===== src/rtl/core/tert_pkg.sv =====
`default_nettype none
// ----------------------------------------------------------------------------
// tert_pkg
// Shared sizes, opcodes and word types for the timed edge reservation table.
// ----------------------------------------------------------------------------
package tert_pkg;

  localparam int ENTRIES      = 16;
  localparam int NODE_ID_BITS = 16;
  localparam int TIME_BITS    = 48;
  localparam int OP_BITS      = 3;
  localparam int OCC_BITS     = 5;
  localparam int IDX_BITS     = (ENTRIES > 1) ? $clog2(ENTRIES) : 1;
  localparam int CNT_BITS     = $clog2(ENTRIES + 1);

  localparam logic [OP_BITS-1:0] OP_ADD    = 3'd0;
  localparam logic [OP_BITS-1:0] OP_REMOVE = 3'd1;
  localparam logic [OP_BITS-1:0] OP_CLEAR  = 3'd2;
  localparam logic [OP_BITS-1:0] OP_EXPIRE = 3'd3;
  localparam logic [OP_BITS-1:0] OP_QUERY  = 3'd4;

  typedef struct packed {
    logic [NODE_ID_BITS-1:0] from_node;
    logic [NODE_ID_BITS-1:0] to_node;
    logic [TIME_BITS-1:0]    expiry;
  } entry_t;

  typedef struct packed {
    logic                we;
    logic [IDX_BITS-1:0] addr;
    entry_t              data;
  } wr_t;

  typedef struct packed {
    logic fwd;
    logic rev;
    logic old;
  } cmp_t;

  typedef struct packed {
    logic                blocked;
    logic                present;
    logic                changed;
    logic                full_refused;
    logic [OCC_BITS-1:0] occupancy;
  } res_t;

endpackage

`default_nettype wire


===== src/rtl/core/tert_store.sv =====
`default_nettype none
// ----------------------------------------------------------------------------
// tert_store
// Entry memory: node pair and expiry per slot, one write and one registered
// read per cycle.
// ----------------------------------------------------------------------------
module tert_store
  import tert_pkg::*;
(
  input  wire logic                clk,
  input  wire wr_t                 wr,
  input  wire logic [IDX_BITS-1:0] rd_addr,
  output entry_t                   rd_data
);

  entry_t mem [ENTRIES];

  always_ff @(posedge clk) begin
    if (wr.we) begin
      mem[wr.addr] <= wr.data;
    end
    rd_data <= mem[rd_addr];
  end

endmodule

`default_nettype wire


===== src/rtl/core/tert_cmp.sv =====
`default_nettype none
// ----------------------------------------------------------------------------
// tert_cmp
// Shared compare unit: matches one stored entry against the request pair in
// both directions and checks its expiry against the request time.
// ----------------------------------------------------------------------------
module tert_cmp
  import tert_pkg::*;
(
  input  wire entry_t                  entry,
  input  wire logic [NODE_ID_BITS-1:0] a,
  input  wire logic [NODE_ID_BITS-1:0] b,
  input  wire logic [TIME_BITS-1:0]    t,
  output cmp_t                         cmp
);

  always_comb begin
    cmp.fwd = (entry.from_node == a) && (entry.to_node == b);
    cmp.rev = (entry.from_node == b) && (entry.to_node == a);
    cmp.old = (entry.expiry < t);
  end

endmodule

`default_nettype wire


===== src/rtl/core/tert_seq.sv =====
`default_nettype none
// ----------------------------------------------------------------------------
// tert_seq
// Sequencer: scans all slots through the shared compare unit, one per cycle,
// then applies the operation and hands over one result word.
// ----------------------------------------------------------------------------
module tert_seq
  import tert_pkg::*;
(
  input  wire logic                    clk,
  input  wire logic                    rst,
  input  wire logic                    start,
  input  wire logic [OP_BITS-1:0]      op_in,
  input  wire logic [NODE_ID_BITS-1:0] a_in,
  input  wire logic [NODE_ID_BITS-1:0] b_in,
  input  wire logic [TIME_BITS-1:0]    t_in,
  output logic                         busy,
  output logic [IDX_BITS-1:0]          rd_addr,
  input  wire entry_t                  rd_data,
  output wr_t                          wr,
  input  wire logic                    res_ready,
  output logic                         res_load,
  output res_t                         res
);

  localparam logic [1:0] S_IDLE  = 2'd0;
  localparam logic [1:0] S_SCAN  = 2'd1;
  localparam logic [1:0] S_DRAIN = 2'd2;
  localparam logic [1:0] S_APPLY = 2'd3;

  logic [1:0]              state;
  logic [OP_BITS-1:0]      op;
  logic [NODE_ID_BITS-1:0] a;
  logic [NODE_ID_BITS-1:0] b;
  logic [TIME_BITS-1:0]    t;
  logic [IDX_BITS-1:0]     idx;
  logic                    pend;
  logic [IDX_BITS-1:0]     pend_idx;
  logic                    hit_fwd;
  logic [IDX_BITS-1:0]     hit_idx;
  logic                    hit_rev;
  logic                    free_found;
  logic [IDX_BITS-1:0]     free_idx;
  logic [ENTRIES-1:0]      valid;
  logic [ENTRIES-1:0]      valid_next;
  logic [CNT_BITS-1:0]     count;
  logic [CNT_BITS-1:0]     count_next;
  logic                    modified;
  logic                    modified_next;
  logic                    vld;
  cmp_t                    cmp;

  tert_cmp u_cmp (
    .entry (rd_data),
    .a     (a),
    .b     (b),
    .t     (t),
    .cmp   (cmp)
  );

  assign busy    = (state != S_IDLE);
  assign rd_addr = idx;
  assign vld     = valid[pend_idx];

  always_comb begin
    valid_next    = valid;
    count_next    = count;
    modified_next = modified;
    wr            = '0;
    res           = '0;
    res_load      = 1'b0;
    // expire drops are taken during the scan
    if (pend && (op == OP_EXPIRE) && vld && cmp.old) begin
      valid_next[pend_idx] = 1'b0;
      count_next           = count - CNT_BITS'(1);
      modified_next        = 1'b1;
    end
    if ((state == S_APPLY) && res_ready) begin
      res_load = 1'b1;
      case (op)
        OP_ADD: begin
          if (!hit_fwd) begin
            if (free_found) begin
              wr.we                = 1'b1;
              wr.addr              = free_idx;
              wr.data.from_node    = a;
              wr.data.to_node      = b;
              wr.data.expiry       = t;
              valid_next[free_idx] = 1'b1;
              count_next           = count + CNT_BITS'(1);
              modified_next        = 1'b1;
            end else begin
              res.full_refused = 1'b1;
            end
          end
        end
        OP_REMOVE: begin
          if (hit_fwd) begin
            valid_next[hit_idx] = 1'b0;
            count_next          = count - CNT_BITS'(1);
            modified_next       = 1'b1;
          end
        end
        OP_CLEAR: begin
          if (count != '0) begin
            valid_next    = '0;
            count_next    = '0;
            modified_next = 1'b1;
          end
        end
        OP_EXPIRE: begin
          res.changed   = modified;
          modified_next = 1'b0;
        end
        OP_QUERY: begin
          res.present = hit_fwd;
          res.blocked = hit_fwd | hit_rev;
        end
        default: begin
        end
      endcase
      res.occupancy = OCC_BITS'(count_next);
    end
  end

  always_ff @(posedge clk) begin
    if (rst) begin
      state    <= S_IDLE;
      valid    <= '0;
      count    <= '0;
      modified <= 1'b0;
      pend     <= 1'b0;
      idx      <= '0;
    end else begin
      valid    <= valid_next;
      count    <= count_next;
      modified <= modified_next;
      pend     <= (state == S_SCAN);
      case (state)
        S_IDLE: begin
          if (start) begin
            state <= S_SCAN;
            idx   <= '0;
          end
        end
        S_SCAN: begin
          if (idx == IDX_BITS'(ENTRIES - 1)) begin
            state <= S_DRAIN;
          end else begin
            idx <= idx + IDX_BITS'(1);
          end
        end
        S_DRAIN: begin
          state <= S_APPLY;
        end
        S_APPLY: begin
          if (res_ready) begin
            state <= S_IDLE;
          end
        end
        default: begin
          state <= S_IDLE;
        end
      endcase
    end
  end

  // request capture and scan bookkeeping
  always_ff @(posedge clk) begin
    pend_idx <= idx;
    if ((state == S_IDLE) && start) begin
      op         <= op_in;
      a          <= a_in;
      b          <= b_in;
      t          <= t_in;
      hit_fwd    <= 1'b0;
      hit_rev    <= 1'b0;
      free_found <= 1'b0;
      hit_idx    <= '0;
      free_idx   <= '0;
    end else if (pend) begin
      if (vld && cmp.fwd && !hit_fwd) begin
        hit_fwd <= 1'b1;
        hit_idx <= pend_idx;
      end
      if (vld && cmp.rev) begin
        hit_rev <= 1'b1;
      end
      if (!vld && !free_found) begin
        free_found <= 1'b1;
        free_idx   <= pend_idx;
      end
    end
  end

endmodule

`default_nettype wire


===== src/rtl/core/timed_edge_reservation_table_top.sv =====
`default_nettype none
// ----------------------------------------------------------------------------
// timed_edge_reservation_table_top
// Bounded table of reserved directed edges with expiry times: add, remove,
// clear, expire and query, one result word per request word.
//
//   channel  direction  handshake             payload
//   req      in         req_valid/req_stall   opcode from_node to_node time_value
//   rsp      out        rsp_valid/rsp_stall   blocked present changed
//                                             full_refused occupancy
//
// A request is taken only while the sequencer is idle: one slot per cycle goes
// through the shared compare unit, then one drain and one apply step, then
// one idle step in which the next request is taken.
// The result word is loaded into the output register in the apply step.
// Synchronous reset empties the table and clears the changed flag.
// A result waits in the output register under rsp_stall; the next request is
// taken meanwhile, and its apply step holds until that register frees.
// ----------------------------------------------------------------------------
module timed_edge_reservation_table_top
  import tert_pkg::*;
(
  input  wire logic                    clk,
  input  wire logic                    rst,
  input  wire logic                    req_valid,
  output logic                         req_stall,
  input  wire logic [OP_BITS-1:0]      opcode,
  input  wire logic [NODE_ID_BITS-1:0] from_node,
  input  wire logic [NODE_ID_BITS-1:0] to_node,
  input  wire logic [TIME_BITS-1:0]    time_value,
  output logic                         rsp_valid,
  input  wire logic                    rsp_stall,
  output logic                         blocked,
  output logic                         present,
  output logic                         changed,
  output logic                         full_refused,
  output logic [OCC_BITS-1:0]          occupancy
);

  logic                busy;
  logic [IDX_BITS-1:0] rd_addr;
  entry_t              rd_data;
  wr_t                 wr;
  logic                res_ready;
  logic                res_load;
  res_t                res;

  assign req_stall = rst | busy;
  assign res_ready = !rsp_valid || !rsp_stall;

  tert_store u_store (
    .clk     (clk),
    .wr      (wr),
    .rd_addr (rd_addr),
    .rd_data (rd_data)
  );

  tert_seq u_seq (
    .clk       (clk),
    .rst       (rst),
    .start     (req_valid && !req_stall),
    .op_in     (opcode),
    .a_in      (from_node),
    .b_in      (to_node),
    .t_in      (time_value),
    .busy      (busy),
    .rd_addr   (rd_addr),
    .rd_data   (rd_data),
    .wr        (wr),
    .res_ready (res_ready),
    .res_load  (res_load),
    .res       (res)
  );

  always_ff @(posedge clk) begin
    if (rst) begin
      rsp_valid <= 1'b0;
    end else if (res_load) begin
      rsp_valid <= 1'b1;
    end else if (!rsp_stall) begin
      rsp_valid <= 1'b0;
    end
  end

  always_ff @(posedge clk) begin
    if (res_load) begin
      blocked      <= res.blocked;
      present      <= res.present;
      changed      <= res.changed;
      full_refused <= res.full_refused;
      occupancy    <= res.occupancy;
    end
  end

  a_present_blocked: assert property (@(posedge clk) disable iff (rst)
    rsp_valid && present |-> blocked)
    else $error("present without blocked");

  a_one_flag: assert property (@(posedge clk) disable iff (rst)
    rsp_valid |-> $countones({changed, full_refused, blocked}) <= 1)
    else $error("flags of different operations together");

  a_refused_full: assert property (@(posedge clk) disable iff (rst)
    rsp_valid && full_refused |-> occupancy == OCC_BITS'(ENTRIES))
    else $error("add refused while table not full");

  a_no_result_idle: assert property (@(posedge clk) disable iff (rst)
    !busy |-> !res_load)
    else $error("result word while sequencer idle");

endmodule

`default_nettype wire

===== config.mk =====
export PLATFORM = sky130hd
export DESIGN_NAME = timed_edge_reservation_table_top
export DESIGN_NICKNAME = d
export VERILOG_FILES = /design/src/rtl/core/tert_pkg.sv /design/src/rtl/core/tert_store.sv /design/src/rtl/core/tert_cmp.sv /design/src/rtl/core/tert_seq.sv /design/src/rtl/core/timed_edge_reservation_table_top.sv
export SDC_FILE = /design/constraint.sdc
export NUM_CORES = 2
export LEC_CHECK = 0
export BUFFER_PORTS_ARGS = -buffer_cell sky130_fd_sc_hd__buf_4
export CAP_MARGIN = 20
export CORE_AREA = 5 5 283 423
export DETAILED_ROUTE_END_ITERATION = 10
export DIE_AREA = 0 0 288 428
export PLACE_DENSITY = 0.69
export SLEW_MARGIN = 20
export SYNTH_ARGS = -nofsm -noshare
export SYNTH_HDL_FRONTEND = slang
export SYNTH_SLANG_ARGS = --single-unit

===== constraint.sdc =====
create_clock -name clk -period 7 [get_ports clk]
set_clock_uncertainty 0.1 [all_clocks]
set_input_delay 0.35 -clock clk [delete_from_list [all_inputs] [get_ports clk]]
set_output_delay 0.35 -clock clk [all_outputs]
set_load 0.01 [all_outputs]

[After elaboration in Yosys (flattened, before gate mapping)]
Memories as Yosys holds them, arrays and structs flattened. A register that Yosys moved wholly into a read port is not among the register bits.
Index checks and enable logic that the tools add are counted.
Storage, ports and cells
  flip-flop bits (word level): 137
  memory bits (writable): 1280
  input port bits: 87
  word-level logic and storage cells: 140
  memories: 1
Operators by class
  add/subtract/negate cells: 3
  $lt $le $gt $ge: 7
  eq/ne operators: 17
  muxes and demuxes: 46
  bitwise gates (word level): 9
  reduce and logical (&&, ||, !) cells: 35
Memory list
  u_store.mem: depth 16, bits a word 80, rd ports 1, clocked after memory_dff 1, write ports 1, RTL line tert_store.sv:16  | entry_t mem [ENTRIES];
Operators by type and width (number)
  85-bit two-way mux: 4
  16-bit two-way mux: 6
  16-bit == test: 4
  48-bit less-than comparator: 1
  16-bit case mux with 3 select lines: 1
  16-bit AND: 2
  16-bit inverter: 2
  5-bit two-way mux: 6
  1-bit two-way mux: 16
  16-bit bitwise OR: 1
  1-bit logical AND: 15
  4-bit by 5-bit less-than comparator with 1-bit output, second input constant: 3
  5-bit case mux with 3 select lines: 1
  1-bit demux with 4-bit select: 3
  4-bit by 1-bit >= comparator with 1-bit output, second input constant: 3
  2-bit AND reduction: 5
  4-bit two-way mux: 2
  2-bit case mux with 4 select lines: 1
  4-bit case mux with 2 select lines: 1
  3-bit by 2-bit == test with 1-bit output, second input constant: 2
  1-bit logical NOT: 6
  2-bit two-way mux: 3
  2-bit by 1-bit inequality test with 1-bit output, second input constant: 3
  3-bit AND reduction: 2
  19 further kinds: 24

[Depth between registers and ports, before layout]
  depth after elaboration: 12
  depth in mapped cells: 11
  depth with buffers taken out: 10

[Modules after synthesis]
A second synthesis with hierarchy kept.
Second synthesis, totals
  cells, all modules: 2841
  area, all modules: 57412.6 µm²
Modules (own cells, without submodules)
  tert_store: times used 1, cells an instance 2054, area an instance 49422.4 µm², sequential area each 40038.4 µm²
  tert_seq: times used 1, cells an instance 519, area an instance 5808.1 µm², sequential area each 3373.2 µm²
  tert_cmp: times used 1, cells an instance 252, area an instance 1860.5 µm², sequential area each 0.0 µm²
  timed_edge_reservation_table_top: times used 1, cells an instance 16, area an instance 321.6 µm², sequential area each 290.3 µm²

[Worst setup path before layout]
No wires, ideal clock.
  path type: reg-to-reg
  start: register u_seq.op[0]
  end: register u_seq.valid[1]
  arrival: 5564 ps
  setup slack: 1252 ps
  stages on the path, launching flop included: 8
  period minus slack after synthesis: 5748 ps
  cells stage by stage: edfxtp_1 > clkbuf_1 > nor3_1 > nand2_1 > or3_1 > nor2_1 > o21ai_0 > a21oi_1
On the way
  cells in the longest elaborated chain, start to end: 10
  elaborated cells on any way between the ends: 16
Ends and longest elaborated chain
  start: declaration: RTL line tert_seq.sv:32  | logic [OP_BITS-1:0] op;
  start signal: assignment: RTL line tert_seq.sv:172  | op <= op_in;
  3-bit by 2-bit == test with 1-bit output: RTL line tert_seq.sv:73  | if (pend && (op == OP_EXPIRE) && vld && cmp.old) begin
  1-bit logical AND (3 in a row): RTL line tert_seq.sv:73
  16-bit two-way mux: RTL line tert_seq.sv:73
  16-bit bitwise OR (no line)
  16-bit two-way mux: RTL line tert_seq.sv:83  | if (free_found) begin
  16-bit two-way mux: RTL line tert_seq.sv:82  | if (!hit_fwd) begin
  16-bit case mux with 3 select lines: RTL line tert_seq.sv:80  | case (op)
  16-bit two-way mux *: RTL line tert_seq.sv:78  | if ((state == S_APPLY) && res_ready) begin
  end signal: assignment: RTL line tert_seq.sv:135  | valid <= valid_next;
  end: declaration: RTL line tert_seq.sv:44  | logic [ENTRIES-1:0] valid;
Every way passes the cells marked *; elsewhere a longest branch is shown, timed or not.
A chain may end at the register's enable or synchronous reset.

[Worst setup path in the final report]
  start: register u_seq.state[0]
  end: memory u_store.mem[4][44] in the netlist's numbering, enable pin
On the way
  cells in the longest elaborated chain, start to end: 5
Ends and longest elaborated chain
  start: declaration: RTL line tert_seq.sv:31  | logic [1:0] state;
  start signal: assignment: RTL line tert_seq.sv:128  | state <= S_IDLE;
  start signal: assignment: RTL line tert_seq.sv:142  | state <= S_SCAN;
  start signal: assignment: RTL line tert_seq.sv:148  | state <= S_DRAIN;
  2-bit == test *: RTL line tert_seq.sv:78
  1-bit logical AND *: RTL line tert_seq.sv:78
  85-bit two-way mux *: RTL line tert_seq.sv:78
  1-bit two-way mux: RTL line tert_store.sv:19  | if (wr.we) begin
  1-bit two-way mux (implied by the code): RTL line tert_store.sv:20  | mem[wr.addr] <= wr.data;
  end: declaration: RTL line tert_store.sv:16
Marked as above.

==> key figures <==
Drt
  • Final ANT Viol Nets: 0
  • Overall routed net length: 132000 um
  • Post-DR vias/cell: 6.01
  • Routed length on met2: 70200 um
  • Met3 layer wire length in the routed design: 7250 um
  • Number of iterations in the first detailed-routing pass: 5
  • WL met1: 50900 um
  • Violation count after the first detailed-routing iteration: 2700
  • Via count: 27500
  • Top sig layer: met4
  • Post-detailed-route DRC marker count: 0
  • Wire per inst: 28.9 um

Global routing
  • Number of global-route vias before repair: 29200
  • Global-route wire length before repair: 195000 um
  • Total Routing Usage GR: 21.6%
  • Aggregate global routing overflow: 0
  • Maximum number of pins on one net before global-route repair: 135
  • Number of antenna violations at the first check in global routing: 1

Logic synthesis
  • Synth top area share: 71.8%
  • Most frequently used cell type in the post-synthesis netlist: sky130_fd_sc_hd__edfxtp_1
  • Multiplexer share of the synthesized area: 16.0%
  • Fraction of registers with async set or reset after synthesis: 0%
  • Number of cells produced by synthesis: 2658
  • Average instance area after synthesis: 21.6 um^2
  • Netlist area before placement: 57400 um^2
  • XOR/XNOR share of the synthesized area: 1.05%
  • Post-synthesis share of cell area spent on full adders, half adders and majority gates: 1.18%
  • Number of nets produced by synthesis: 2799
  • Fraction of the mapped netlist area in compound gates: 1.74%
  • Sequential element share of the synthesized area: 76.1%
  • Number of synthesized flops with an enable pin: 1372
  • Synthesized flop and latch total: 1497
  • Top cells by instance count after synthesis: sky130_fd_sc_hd__edfxtp_1, sky130_fd_sc_hd__mux4_2, sky130_fd_sc_hd__dfxtp_1
  • Main combinational cell family by area after synthesis: multiplexers
  • Main area contributors after synthesis: sky130_fd_sc_hd__edfxtp_1, sky130_fd_sc_hd__mux4_2, sky130_fd_sc_hd__dfxtp_1
  • Cell type with the highest aggregate area in the netlist: sky130_fd_sc_hd__edfxtp_1
  • Area share of and/or/nand/nor cells after synthesis: 2.57%
  • Count of synthesis-stage warnings from yosys: 0
  • Number of distinct library cell variants in the gate-level netlist after synthesis: 64
  • Synth Flop Type: sky130_fd_sc_hd__edfxtp_1

Placed design
  • Dpl hpwl: 73300 um
  • Final weighted congestion of routability-driven global placement: 0.845
  • Count of placed standard cells including taps: 4243
  • Port Buf Inserts: 97

Floorplan
  • Total I/O pin count: 98
  • Die Outline Area: 123000 um^2
  • Chip height: 428 um
  • Die extent in x: 288 um
  • Floorplan core area: 116000 um^2
  • Effective utilization at floorplan: 49.6%
  • Number of rows in the core area: 153

Run
  • Total of max-cap violations: 0

Power
  • Net switching power: 4.19 mW
  • Portion of total power attributed to combinational logic: 8.1%
  • Leakage power total: 18.5 nW
  • Internal cell power: 14.7 mW
  • Sequential fraction of design power: 53.3%
  • Max rail drop VDD: 0.249 mV
  • Portion of total power attributed to the clock network: 38.6%
  • Switching share of power: 22.2%
  • Power density over the cells: 287 nW/um^2

STA
  • Final max-slew violation count: 0
  • Final Hold Viols: 0
  • Summed negative setup slack over all endpoints: 0 ns
  • Fmax: 195 MHz
  • Final number of setup-violating endpoints: 0
  • Setup repair after global routing missed its margin: false
  • Relative slew slack: 21.9%
  • Tightest Pin Transition: 1.17 ns
  • Final critical-path share of the clock period: 73.4%
  • Time the worst path needs with I/O delays and setup: 5.14 ns

Setup path
  • Critical path required time: 7.26 ns
  • Critical Path Fanout Max: 31
  • Kind of end point of the critical path: flip-flop
  • Critical setup path kind: reg -> reg
  • Arr. time, crit path: 5.39 ns
  • Startpoint Class: flip-flop

Layout
  • Number of nets at the end of the flow: 3064
  • Area grow syn2layout: 14.6%
  • Share of final-layout standard cells stronger than drive strength 1: 27.8%
  • Final Instance Count excl. Fillers: 4585

Hold path
  • Path category of the worst min-delay check: in -> reg

Clock network
  • Clock root buffer master: sky130_fd_sc_hd__clkbuf_16
  • Source-to-sink clock delay at the later pin of the worst-skew pair: 0.74 ns
  • Max clock buf depth: 3
  • TritonCTS clock tree: built
  • Clock transition at the registers of the reported paths: 0.06 ns
  • TritonCTS sink count: 1497
  • Deepest level of the CTS H-tree: 4
  • Buffers inserted by post-CTS timing repair: 0
  • Number of buffers created by CTS: 137

Outcome
  • Status: finished clean
[routing by layer]
| metal | GRT usage (%) | up-vias |
|---|---|---|
| li1 | - | 11600 |
| met1 | 28.5 | 14700 |
| met2 | 37.6 | 1055 |
| met3 | 2.94 | 225 |
| met4 | 7.00 | 0 |
| met5 | 0 | - |
[placed cells by master, fill, tap and decap left out, types with 33 or more instances in the layout]
cell	instances
sky130_fd_sc_hd__buf_4	154
sky130_fd_sc_hd__dlygate4sd3_1	87
sky130_fd_sc_hd__dfxtp_1	121
sky130_fd_sc_hd__nor3_2	34
sky130_fd_sc_hd__ha_1	54
sky130_fd_sc_hd__a21oi_1	51
sky130_fd_sc_hd__xnor2_1	48
sky130_fd_sc_hd__clkbuf_1	36
sky130_fd_sc_hd__inv_1	60
sky130_fd_sc_hd__and2_1	33
sky130_fd_sc_hd__mux4_2	404
sky130_fd_sc_hd__nor2_1	49
sky130_fd_sc_hd__o21ai_0	41
sky130_fd_sc_hd__edfxtp_1	1372
sky130_fd_sc_hd__clkbuf_16	140
[cells by family (layout without fill, tap and decap cells)]
group / after synthesis / in the layout
flip-flops: 1497 / 1497
multiplexers: 415 / 415
AND/OR/NAND/NOR: 282 / 282
buffers and inverters: 186 / 561
AO/OA/AOI/OAI: 155 / 155
XOR/XNOR: 69 / 69
adder cells (fa/ha/maj): 54 / 54
other: 0 / 2
[state kept, by name (all words and copies together), names as in the netlist, 2 cells and up]
name	count
u_seq.state	2
u_seq.pend_idx	4
occupancy	5
u_seq.count	5
u_seq.hit_idx	4
u_store.mem	1280
u_seq.t	48
u_seq.rd_addr	4
u_seq.op	3
u_seq.valid	16
u_store.rd_data	80
u_seq.a	16
u_seq.b	16
u_seq.free_idx	4
[repair_timing]
action	4_1_cts	5_1_grt
gates resized for setup	0	0
hold buffers	87	0
hold endpoints to repair	94	0
[critical path, cell delays in order, from the launching register on]
cell	delay [ns]
sky130_fd_sc_hd__dfxtp_1	0.40
sky130_fd_sc_hd__ha_1	0.22
sky130_fd_sc_hd__nand2_1	0.30
sky130_fd_sc_hd__inv_1	0.64
sky130_fd_sc_hd__nand2_2	0.83
sky130_fd_sc_hd__nor2_1	0.34
sky130_fd_sc_hd__nand2_1	0.28
sky130_fd_sc_hd__nor2_4	0.88
sky130_fd_sc_hd__buf_4	0.71
[power by group through the flow]
stage	combinational (mW)	sequential, mW	clock [mW]
2_1_floorplan	1.13	10.1	0
3_3_place_gp	1.48	10.3	0
3_5_place_dp	1.51	10.3	0
4_1_cts	1.56	10.1	7.43
5_1_grt	1.67	10.1	7.82
6_report	1.53	10.1	7.29
[metrics by stage]
stage | setup slack (ns) | instance area [um^2] | utilization [%] | hold slack, ns | power [mW]
2_1_floorplan | 1.25 | 57400 | - | 0.229 | 11.2
3_3_place_gp | 1.97 | 60300 | 52.1 | 0.404 | 11.7
3_5_place_dp | 1.99 | 60400 | 52.2 | 0.423 | 11.8
4_1_cts | 1.97 | 65600 | 56.7 | 0.162 | 19.1
5_1_grt | 1.56 | 65800 | 56.9 | 0.193 | 19.6
6_report | 1.86 | 65800 | 56.9 | 0.225 | 18.9
[worst paths after layout]
path	startpoint	to	slack, ns	depth (start not counted)
setup / recovery	u_seq.state[0]$_SDFFE_PP0P_	u_store.mem[4][44]$_DFFE_PP_	1.86	8
hold / removal	from_node[6]	u_seq.a[6]$_DFFE_PP_	0.22	2
setup reg to reg	u_seq.state[0]$_SDFFE_PP0P_	u_store.mem[4][44]$_DFFE_PP_	1.86	8
hold reg to reg	u_seq.rd_addr[1]$_SDFFE_PP0P_	u_seq.rd_addr[1]$_SDFFE_PP0P_	0.43	2
[area by class of cell]
type	count	area, um^2
Inverter	60	225
Fill cell	8436	49900
Clock inverter	59	534
Sequential cell	1497	43700
Multi-Input combinational cell	975	13300
Timing Repair Buffer	252	2240
Tap cell	1550	1940
Antenna cell	2	5.00
Clock buffer	190	3830
Power figures use the tool's default switching activity.
